[src/hdl/oaid_pkg.sv]
// shared field widths, codes and controller/datapath interface types
package oaid_pkg;

	localparam int OP_W      = 3;
	localparam int POS_W     = 7;
	localparam int VAL_W     = 32;
	localparam int STATUS_W  = 3;
	localparam int COUNT_W   = 8;
	localparam int MATCH_W   = 7;
	localparam int S_TDATA_W = 48;
	localparam int M_TDATA_W = 56;
	localparam int OUT_PAD_W = M_TDATA_W - (STATUS_W + COUNT_W + VAL_W + MATCH_W);

	localparam logic [OP_W-1:0] OP_INSERT   = 3'd0;
	localparam logic [OP_W-1:0] OP_APPEND   = 3'd1;
	localparam logic [OP_W-1:0] OP_DEL_POS  = 3'd2;
	localparam logic [OP_W-1:0] OP_DEL_LAST = 3'd3;
	localparam logic [OP_W-1:0] OP_DEL_VAL  = 3'd4;
	localparam logic [OP_W-1:0] OP_READ     = 3'd5;

	localparam logic [STATUS_W-1:0] STS_OK       = 3'd0;
	localparam logic [STATUS_W-1:0] STS_FULL     = 3'd1;
	localparam logic [STATUS_W-1:0] STS_EMPTY    = 3'd2;
	localparam logic [STATUS_W-1:0] STS_BADPOS   = 3'd3;
	localparam logic [STATUS_W-1:0] STS_NOTFOUND = 3'd4;

	// ram read address select
	localparam logic [1:0] RD_PTR    = 2'd0;
	localparam logic [1:0] RD_PTR_M1 = 2'd1;
	localparam logic [1:0] RD_POS    = 2'd2;

	// ram write select
	localparam logic [2:0] WR_NONE    = 3'd0;
	localparam logic [2:0] WR_UP      = 3'd1;
	localparam logic [2:0] WR_DOWN    = 3'd2;
	localparam logic [2:0] WR_VAL_PTR = 3'd3;
	localparam logic [2:0] WR_VAL_CNT = 3'd4;

	typedef struct packed {
		logic                load_item;
		logic                ptr_cnt;
		logic                ptr_pos1;
		logic                ptr_zero;
		logic                ptr_inc;
		logic                ptr_dec;
		logic                rd_en;
		logic [1:0]          rd_sel;
		logic [2:0]          wr_sel;
		logic                cnt_inc;
		logic                cnt_dec;
		logic                set_status;
		logic [STATUS_W-1:0] status;
		logic                take_rd;
		logic                take_match;
		logic                out_load;
	} oaid_cmd_t;

	typedef struct packed {
		logic [OP_W-1:0] op;
		logic            full;
		logic            empty;
		logic            pos_gt_cnt;
		logic            pos_ge_cnt;
		logic            ptr_gt_pos;
		logic            ptr_lt_cnt;
		logic            rd_vld;
		logic            hit;
		logic            last_rd;
		logic            out_free;
	} oaid_sts_t;

endpackage

[src/hdl/oaid_ctrl.sv]
// operation sequencer: decode, shift walks, value scan and result handoff
module oaid_ctrl import oaid_pkg::*; (
	input  logic      clk,
	input  logic      arst_n,
	input  logic      s_valid,
	output logic      s_ready,
	input  oaid_sts_t sts,
	output oaid_cmd_t cmd
);

	localparam logic [2:0] S_IDLE   = 3'd0;
	localparam logic [2:0] S_DECODE = 3'd1;
	localparam logic [2:0] S_UP     = 3'd2;
	localparam logic [2:0] S_DOWN   = 3'd3;
	localparam logic [2:0] S_SCAN   = 3'd4;
	localparam logic [2:0] S_RDWAIT = 3'd5;
	localparam logic [2:0] S_DONE   = 3'd6;

	logic [2:0] state_q;
	logic [2:0] state_d;

	always_ff @(posedge clk or negedge arst_n) begin
		if (!arst_n) begin
			state_q <= S_IDLE;
		end else begin
			state_q <= state_d;
		end
	end

	always_comb begin
		cmd     = '0;
		state_d = state_q;
		s_ready = 1'b0;
		case (state_q)
			S_IDLE: begin
				s_ready = 1'b1;
				if (s_valid) begin
					cmd.load_item = 1'b1;
					state_d       = S_DECODE;
				end
			end
			S_DECODE: begin
				state_d = S_DONE;
				case (sts.op)
					OP_INSERT: begin
						if (sts.full) begin
							cmd.set_status = 1'b1;
							cmd.status     = STS_FULL;
						end else if (sts.pos_gt_cnt) begin
							cmd.set_status = 1'b1;
							cmd.status     = STS_BADPOS;
						end else begin
							cmd.ptr_cnt = 1'b1;
							state_d     = S_UP;
						end
					end
					OP_APPEND: begin
						if (sts.full) begin
							cmd.set_status = 1'b1;
							cmd.status     = STS_FULL;
						end else begin
							cmd.wr_sel  = WR_VAL_CNT;
							cmd.cnt_inc = 1'b1;
						end
					end
					OP_DEL_POS: begin
						if (sts.empty) begin
							cmd.set_status = 1'b1;
							cmd.status     = STS_EMPTY;
						end else if (sts.pos_ge_cnt) begin
							cmd.set_status = 1'b1;
							cmd.status     = STS_BADPOS;
						end else begin
							cmd.ptr_pos1 = 1'b1;
							state_d      = S_DOWN;
						end
					end
					OP_DEL_LAST: begin
						if (sts.empty) begin
							cmd.set_status = 1'b1;
							cmd.status     = STS_EMPTY;
						end else begin
							cmd.cnt_dec = 1'b1;
						end
					end
					OP_DEL_VAL: begin
						if (sts.empty) begin
							cmd.set_status = 1'b1;
							cmd.status     = STS_EMPTY;
						end else begin
							cmd.ptr_zero = 1'b1;
							state_d      = S_SCAN;
						end
					end
					OP_READ: begin
						if (sts.empty) begin
							cmd.set_status = 1'b1;
							cmd.status     = STS_EMPTY;
						end else if (sts.pos_ge_cnt) begin
							cmd.set_status = 1'b1;
							cmd.status     = STS_BADPOS;
						end else begin
							cmd.rd_en  = 1'b1;
							cmd.rd_sel = RD_POS;
							state_d    = S_RDWAIT;
						end
					end
					default: begin
						state_d = S_DONE;
					end
				endcase
			end
			S_UP: begin
				// read the entry below the pointer, write it one place up in the next cycle
				if (sts.ptr_gt_pos) begin
					cmd.rd_en   = 1'b1;
					cmd.rd_sel  = RD_PTR_M1;
					cmd.ptr_dec = 1'b1;
				end
				if (sts.rd_vld) begin
					cmd.wr_sel = WR_UP;
				end else if (!sts.ptr_gt_pos) begin
					cmd.wr_sel  = WR_VAL_PTR;
					cmd.cnt_inc = 1'b1;
					state_d     = S_DONE;
				end
			end
			S_DOWN: begin
				if (sts.ptr_lt_cnt) begin
					cmd.rd_en   = 1'b1;
					cmd.rd_sel  = RD_PTR;
					cmd.ptr_inc = 1'b1;
				end
				if (sts.rd_vld) begin
					cmd.wr_sel = WR_DOWN;
				end else if (!sts.ptr_lt_cnt) begin
					cmd.cnt_dec = 1'b1;
					state_d     = S_DONE;
				end
			end
			S_SCAN: begin
				// the read issued alongside a hit is the first read of the shift
				if (sts.ptr_lt_cnt) begin
					cmd.rd_en   = 1'b1;
					cmd.rd_sel  = RD_PTR;
					cmd.ptr_inc = 1'b1;
				end
				if (sts.hit) begin
					cmd.take_match = 1'b1;
					state_d        = S_DOWN;
				end else if (sts.last_rd) begin
					cmd.set_status = 1'b1;
					cmd.status     = STS_NOTFOUND;
					state_d        = S_DONE;
				end
			end
			S_RDWAIT: begin
				cmd.take_rd = 1'b1;
				state_d     = S_DONE;
			end
			S_DONE: begin
				if (sts.out_free) begin
					cmd.out_load = 1'b1;
					state_d      = S_IDLE;
				end
			end
			default: begin
				state_d = S_IDLE;
			end
		endcase
	end

endmodule

[config.mk]
export PLATFORM = sky130hd
export DESIGN_NAME = oaid_ctrl
export DESIGN_NICKNAME = d
export VERILOG_FILES = /design/src/hdl/oaid_pkg.sv /design/src/hdl/oaid_ctrl.sv
export SDC_FILE = /design/constraint.sdc
export NUM_CORES = 1
export LEC_CHECK = 0
export ABC_AREA = 1
export ABC_CLOCK_PERIOD_IN_PS = 1030
export BUFFER_PORTS_ARGS = -buffer_cell sky130_fd_sc_hd__clkbuf_2
export CAP_MARGIN = 20
export CORE_MARGIN = 3
export CORE_UTILIZATION = 30
export CTS_CLUSTER_DIAMETER = 60
export DETAILED_ROUTE_END_ITERATION = 8
export HOLD_SLACK_MARGIN = 0.15
export SLEW_MARGIN = 20
export SYNTH_ARGS = -nofsm -noshare
export SYNTH_HDL_FRONTEND = slang
export SYNTH_SLANG_ARGS = --single-unit
[constraint.sdc]
create_clock -name clk -period 1.03 [get_ports clk]
set_input_delay 0.1545 -clock clk [delete_from_list [all_inputs] [get_ports clk]]
set_output_delay 0.1545 -clock clk [all_outputs]
set_load 0.02 [all_outputs]
==> flow_summary_export.csv, run 1 <==
group,metric,value,unit
run_status,status,"finished, violations left",
run_status,violations,"negative setup slack",
clock_tree,cts_tree,"built",
synth,synthTopCellsByArea,"nand2_1, inv_1, dfrtp_1, nor2_1, nand3_1",
setup_path,cp_max_fo,5,
finish,nets,230,
clock_tree,cts_buffers,3,
placed_design,placed_cell_area,1345,um^2
grt,grt_pass1_vias,1132,
clock_tree,htreeDepth,1,
timing,fin_crit_sh,1.581,
grt,grt-ovfl-total,0,
setup_path,critPathSlowestCell,"dfrtp_2",
die,dieArea,2716,um^2
setup_path,cp-endpoint,"cmd[14]",
setup_path,arrival,1.47,ns
route,finalWirelength,3.169,mm
placed_design,io_buffers,37,
setup_path,r2r-end,"state_q[0]",
synth,synth_async_sr_flop_share,1.000,
die,rows,16,
grt,grt_max_degree,8,
route,detail_route.wl_per_cell,13.20,um
timing,final-setup-viol-count,25,
die,die_h,52.12,um
grt,antenna_found_initial,0,
die,start_util,0.3220,
synth,syn_nets,140,
route,drt.antenna.violating_nets,0,
finish,registers.top_by_ff_count,"state_q",
worst_hold_path,hold_class,"in -> async",
setup_path,r2r_setup_slack,-0.38,ns
die,io_pins,38,
placed_design,gp_congestion,0.8230,
finish,regArea,78.83,um^2
finish,largest_reg_flops,3,
route,vias,1150,
die,core_region_area,1982,um^2
setup_path,reg2reg_from,"state_q[1]",
clock_tree,clk_latency,0.25,ns
synth,yosysSeqAreaShare,0.1176,
grt,grt_usage,0.2349,
setup_path,critPathLaunch,"state_q[1]",
synth,synth_top_area_share,0.2176,
synth,synth_edf_count,0,
timing,finClkSkew,0.01048,ns
synth,synth_cells,124,
placed_design,hpwl,2.195,mm
synth,synth_commonest_cells,"nand2_1, inv_1, nor2_1, nand3_1",
setup_path,crit_required,0.88,ns
synth,syn_area_per_cell,5.146,um^2
finish,reg_top3,"state_q x3",
placed_design,pre_cts_ws,-0.4194,ns
setup_path,reg2reg_depth,10,
timing,slew_headroom,0.8373,
synth,synth_warnings,0,
clock_tree,clkTransAtPathRegs,0.04,ns
synth,synth_cell_types,22,
clock_tree,cts_sinks,3,
finish,layout-drive-gt1-share,0.6761,
timing,max_slew.worst_pin.slew,0.2415,ns
route,initialDrtViolationCount,22,
die,die_x,52.12,um
route,firstDrtPassIters,4,
pwr,leakagePower,0.8891,nW
clock_tree,root_buffer,"clkbuf_4",
finish,fin_util,0.8617,
timing,post-route-min-period,1.629,ns
synth,ys.flop_type,"dfrtp_1",
timing,fin_setup_tns,-12.17,ns
clock_tree,clk_path_buf_depth,2,
setup_path,critPathCaptureType,"output port",
synth,synth_seq_cells,3,
route,drc,0,
setup_path,path_class,"reg -> out",
finish,fillers,115,
timing,setup_slack,-0.5988,ns
pwr,p_per_area,2139,nW/um^2
pwr,irDropWorstVdd,0.001582,V
finish,stdcell_area,1708,um^2
synth,syn_area,638.1,um^2
finish,antenna_cells,0,
synth,yosysTopAreaCell,"nand2_1",
timing,fmax,0.6140,GHz
setup_path,critical_path.max_stage_delay,0.45,ns
flow_run,drv_cap,0,
route,via_per_inst,4.792,
synth,yosys.cell_count.top_type,"nand2_1",
finish,area_growth,167.6,%
grt,grt_pass1_wl,4.788,mm
timing,whs,0.2466,ns
finish,multi_input_area,690.7,um^2
timing,drv_slew,0,
timing,finalHoldViolations,0,
setup_path,path_cells,"buf_4 > nor2_4 > nand2_4 > a21oi_4 > nor2_2 > o21ai_4 > buf_8",
timing,rsz0062_at_grt,"yes",
setup_path,crit_path_start_kind,"register",
[placed cells by master (no fill, tap or decap), drive strengths merged, types with 3 or more instances in the layout]
cell type,netlist,routed
buf,3,65
nand2,38,38
clkbuf,0,26
inv,25,25
nor2,20,20
nand3,14,14
a21oi,5,5
o21ai,5,5
nand4,3,3
dfrtp,3,3
nor3,3,3
[cells by family after synthesis]
| logic type | synth area share |
|---|---|
| flip-flops | 0.1176 |
| buffers and inverters | 0.1902 |
| AND/OR/NAND/NOR | 0.5784 |
| AO/OA/AOI/OAI | 0.1137 |
[timing repair]
| item | CTS | global route |
|---|---|---|
| endpoints found under the setup margin | 25 | 25 |
| setup buffers | 2 | 4 |
| pin swaps | 15 | 9 |
| gates resized for setup | 55 | 38 |
| endpoints found under the hold margin | 3 | 0 |
| gates cloned | 0 | 0 |
| hold buffers | 1 | 0 |
[metal layers]
metal	routed length, um	part of all wire	vias up	global-route usage
li1	-	-	571	-
met1	1185	0.37	536	0.2487
met2	1786	0.56	41	0.4561
met3	174	0.055	2	0.04298
met4	21	0.0066	0	0.07424
met5	0	0	-	0
[through the flow]
| step | instances | power (W) |
|---|---|---|
| finish | 240 | 0.003653 |
| global route | 240 | 0.003888 |
| CTS | 236 | 0.003223 |
| detailed placement | 229 | 0.002521 |
| global placement | 229 | 0.002467 |
| floorplan | 124 | 0.001697 |
[cell type report]
type / instances / share of cell area
clock buffers: 4 / 0.01538
multi-input cells: 93 / 0.4044
repair buffers: 88 / 0.4535
well taps: 27 / 0.01978
inverters: 25 / 0.06081
flip-flops and latches: 3 / 0.04615
[worst min-delay path by stage]
stage                     slack, ns         end  cells past startpoint  startpoint
after floorplan               -0.14  state_q[0]                      0      arst_n
after global placement        -0.05  state_q[0]                      1      arst_n
after detailed placement      -0.05  state_q[0]                      1      arst_n
after CTS                      0.24  state_q[1]                      2      arst_n
after global routing           0.24  state_q[2]                      2      arst_n
final                          0.25  state_q[1]                      2      arst_n
[critical path: cells and delay by family, from the launching register on]
kind,cells,cell delay (ns)
flip-flops,1,0.45
buffers and inverters,2,0.28
AND/OR/NAND/NOR,3,0.26
AO/OA/AOI/OAI,2,0.22
[where the power goes]
group / total [W] / internal (W) / leakage (nW) / switching [W]
registers: 0.000337 / 0.000190 / 0.0338 / 0.000147
logic: 0.00309 / 0.00150 / 0.840 / 0.00160
clock network: 0.000221 / 0.000146 / 0.0150 / 0.0000753
total: 0.00365 / 0.00183 / 0.889 / 0.00182
(Power assumes the default switching activity.)
==> run 2, diff against run 1 <==
--- a/config.mk
+++ b/config.mk
@@ -5,13 +5,14 @@
 export SDC_FILE = /design/constraint.sdc
 export NUM_CORES = 1
 export LEC_CHECK = 0
-export ABC_AREA = 1
+export ABC_AREA = 0
 export ABC_CLOCK_PERIOD_IN_PS = 1030
 export BUFFER_PORTS_ARGS = -buffer_cell sky130_fd_sc_hd__clkbuf_2
 export CAP_MARGIN = 20
+export CORE_ASPECT_RATIO = 1.2
 export CORE_MARGIN = 3
 export CORE_UTILIZATION = 30
-export CTS_CLUSTER_DIAMETER = 60
+export CTS_CLUSTER_DIAMETER = 150
 export DETAILED_ROUTE_END_ITERATION = 8
 export HOLD_SLACK_MARGIN = 0.15
 export SLEW_MARGIN = 20
==> run 2 against run 1 <==
  * The run still ends with negative setup slack left
  * Clock skew is 0.0097 ns lower
  * Power is 30% lower
  * Register-to-register slack worse by 0.12 ns
  * Synthesized cell count is 23% lower
  * Clock power is 7% lower
  * Worst setup slack worse by 0.20 ns
  * Sequential cell count stayed put
  * Critical path depth is 2 lower
  * Count of clock-buffer cells in the layout stayed put
  * Final cell count is 22% lower
  * Die area is 0.45% lower
  * Largest cell class is now multi-input gates
  * Largest power group unchanged
==> flow_summary_export.csv, run 2 <==
group,metric,value,unit
run_status,status,"finished, violations left",
run_status,violations,"negative setup slack",
clock_tree,clkTransAtPathRegs,0.03,ns
finish,final_common_cell,"buf_4",
synth,synth_seq_cells,3,
die,start_util,0.3314,
pwr,leakagePower,0.7087,nW
grt,grt_max_degree,12,
finish,layout-drive-gt1-share,0.6627,
timing,fin_setup_tns,-15.45,ns
synth,synthTopCellsByArea,"dfrtp_1, o21ai_0, nor3b_1, nor2b_1, nor2_1",
synth,synth_cells,95,
synth,syn_area,634.4,um^2
timing,post-route-min-period,1.833,ns
die,rows,17,
placed_design,hpwl,1.914,mm
synth,yosysTopAreaCell,"dfrtp_1",
finish,area_growth,137.1,%
timing,drv_slew,0,
pwr,power,0.002574,W
setup_path,crit_path_start_kind,"register",
setup_path,reg2reg_from,"state_q[2]",
route,finalWirelength,2.825,mm
die,io_pins,38,
die,die_x,47.98,um
timing,finClkSkew,0.0008160,ns
grt,antenna_found_initial,0,
synth,ys.flop_type,"dfrtp_1",
clock_tree,clk_latency,0.24,ns
worst_hold_path,hold_class,"in -> async",
setup_path,r2r-end,"state_q[0]",
finish,antenna_cells,0,
timing,fmax,0.5454,GHz
synth,yosysSeqAreaShare,0.1183,
placed_design,gp_congestion,0.8769,
timing,finalHoldViolations,0,
die,die_h,56.37,um
route,via_per_inst,5.293,
timing,setup_slack,-0.8034,ns
pwr,p_per_area,1712,nW/um^2
setup_path,r2r_setup_slack,-0.50,ns
timing,rsz0062_at_grt,"yes",
finish,fin_util,0.7856,
setup_path,critPathCaptureType,"output port",
synth,synth_cell_types,35,
grt,grt-ovfl-total,0,
route,detail_route.wl_per_cell,15.03,um
clock_tree,htreeDepth,1,
grt,grt_usage,0.2169,
clock_tree,cts_tree,"built",
route,drc,0,
clock_tree,cts_sinks,3,
finish,registers.top_by_ff_count,"state_q",
finish,reg_top3,"state_q x3",
synth,synth_commonest_cells,"nor2_1, o21ai_0",
placed_design,pre_cts_ws,-0.6284,ns
finish,final_cell_mix,"buf_4, clkbuf_2, buf_6",
route,drt.antenna.violating_nets,0,
synth,syn_nets,111,
synth,synth_top_area_share,0.1183,
setup_path,path_class,"reg -> out",
setup_path,cp_max_fo,3,
synth,synth_edf_count,0,
route,firstDrtPassIters,4,
timing,fin_crit_sh,1.780,
clock_tree,clk_path_buf_depth,2,
setup_path,reg2reg_depth,8,
route,initialDrtViolationCount,19,
grt,grt_pass1_wl,4.298,mm
clock_tree,root_buffer,"clkbuf_4",
synth,syn_area_per_cell,6.677,um^2
pwr,irDropWorstVdd,0.001053,V
finish,largest_reg_flops,3,
clock_tree,cts_buffers,3,
route,vias,995,
die,core_region_area,1914,um^2
finish,fillers,122,
finish,nets,186,
setup_path,arrival,1.68,ns
synth,synth_warnings,0,
flow_run,drv_cap,0,
timing,slew_headroom,0.8069,
placed_design,io_buffers,37,
synth,synth_async_sr_flop_share,1.000,
timing,final-setup-viol-count,25,
timing,max_slew.worst_pin.slew,0.2865,ns
grt,grt_pass1_vias,1006,
setup_path,crit_required,0.88,ns
die,dieArea,2704,um^2
## run 2: changes by cell type in the layout (fill, tap and decap cells not counted), moves of 6 or more
cell and change:
nor2_4 -10, inv_2 -6, inv_1 -12, buf_4 -10, nand3_1 -7, nor2b_1 +6, nand2_1 -25
## run 2: cell type report
type / count / area (um^2) / share of cell area
timing repair buffer: 78 / 676.9 / 0.4501
sequential: 3 / 75.07 / 0.04992
multi-input combinational: 81 / 690.7 / 0.4592
inverter: 3 / 11.26 / 0.007488
clock buffer: 4 / 26.28 / 0.01747
tap: 19 / 23.77 / 0.01581
## run 2: worst max path at each step
stage | to | from | slack [ns] | depth (start not counted)
final | cmd[8] | state_q[1] | -0.80 | 5
after global routing | cmd[8] | state_q[1] | -0.86 | 5
after CTS | cmd[8] | state_q[1] | -0.79 | 5
after detailed placement | cmd[8] | state_q[0] | -0.63 | 5
after global placement | cmd[3] | state_q[0] | -0.58 | 4
after floorplan | cmd[14] | state_q[0] | -0.57 | 6
## run 2: per-stage QoR
step,cells,hold slack [ns],cell area [um^2]
after global routing,188,0.2718,1504
after floorplan,95,-0.1411,726.9
after detailed placement,173,-0.04314,1115
final,188,0.2594,1504
after global placement,173,-0.04377,1115
after CTS,183,0.2560,1404
## run 2: what timing repair did
item	in CTS	in global routing
pin swaps	11	7
hold endpoints to repair	3	0
cloned	0	0
buffers inserted	5	5
hold buffers	1	0
setup endpoints to repair	25	25
resized for setup	54	24
## run 2: power by group
part	total (W)	switching (W)	leakage, nW	internal [W]
combinational	0.00216	0.00101	0.657	0.00116
sequential	0.000206	0.0000418	0.0368	0.000164
clock	0.000205	0.0000603	0.0150	0.000145
total	0.00257	0.00111	0.709	0.00147
## run 2: layer usage
layer,global-route usage,routed length (um)
met1,0.2389,1074
met2,0.3800,1527
met3,0.01603,109
met4,0.1154,114
met5,0,0
## run 2: logic make-up after synthesis
logic type	count (synthesis)	synth area share
simple gates	53	0.5168
compound gates	28	0.2801
buf+inv	11	0.08481
flops	3	0.1183
## run 2: critical path: stages, from the launching register on
cell     delay (ns)
dfrtp_1        0.40
or3b_4         0.45
nor4_4         0.18
nand2_1        0.13
o41ai_2        0.08
buf_4          0.21
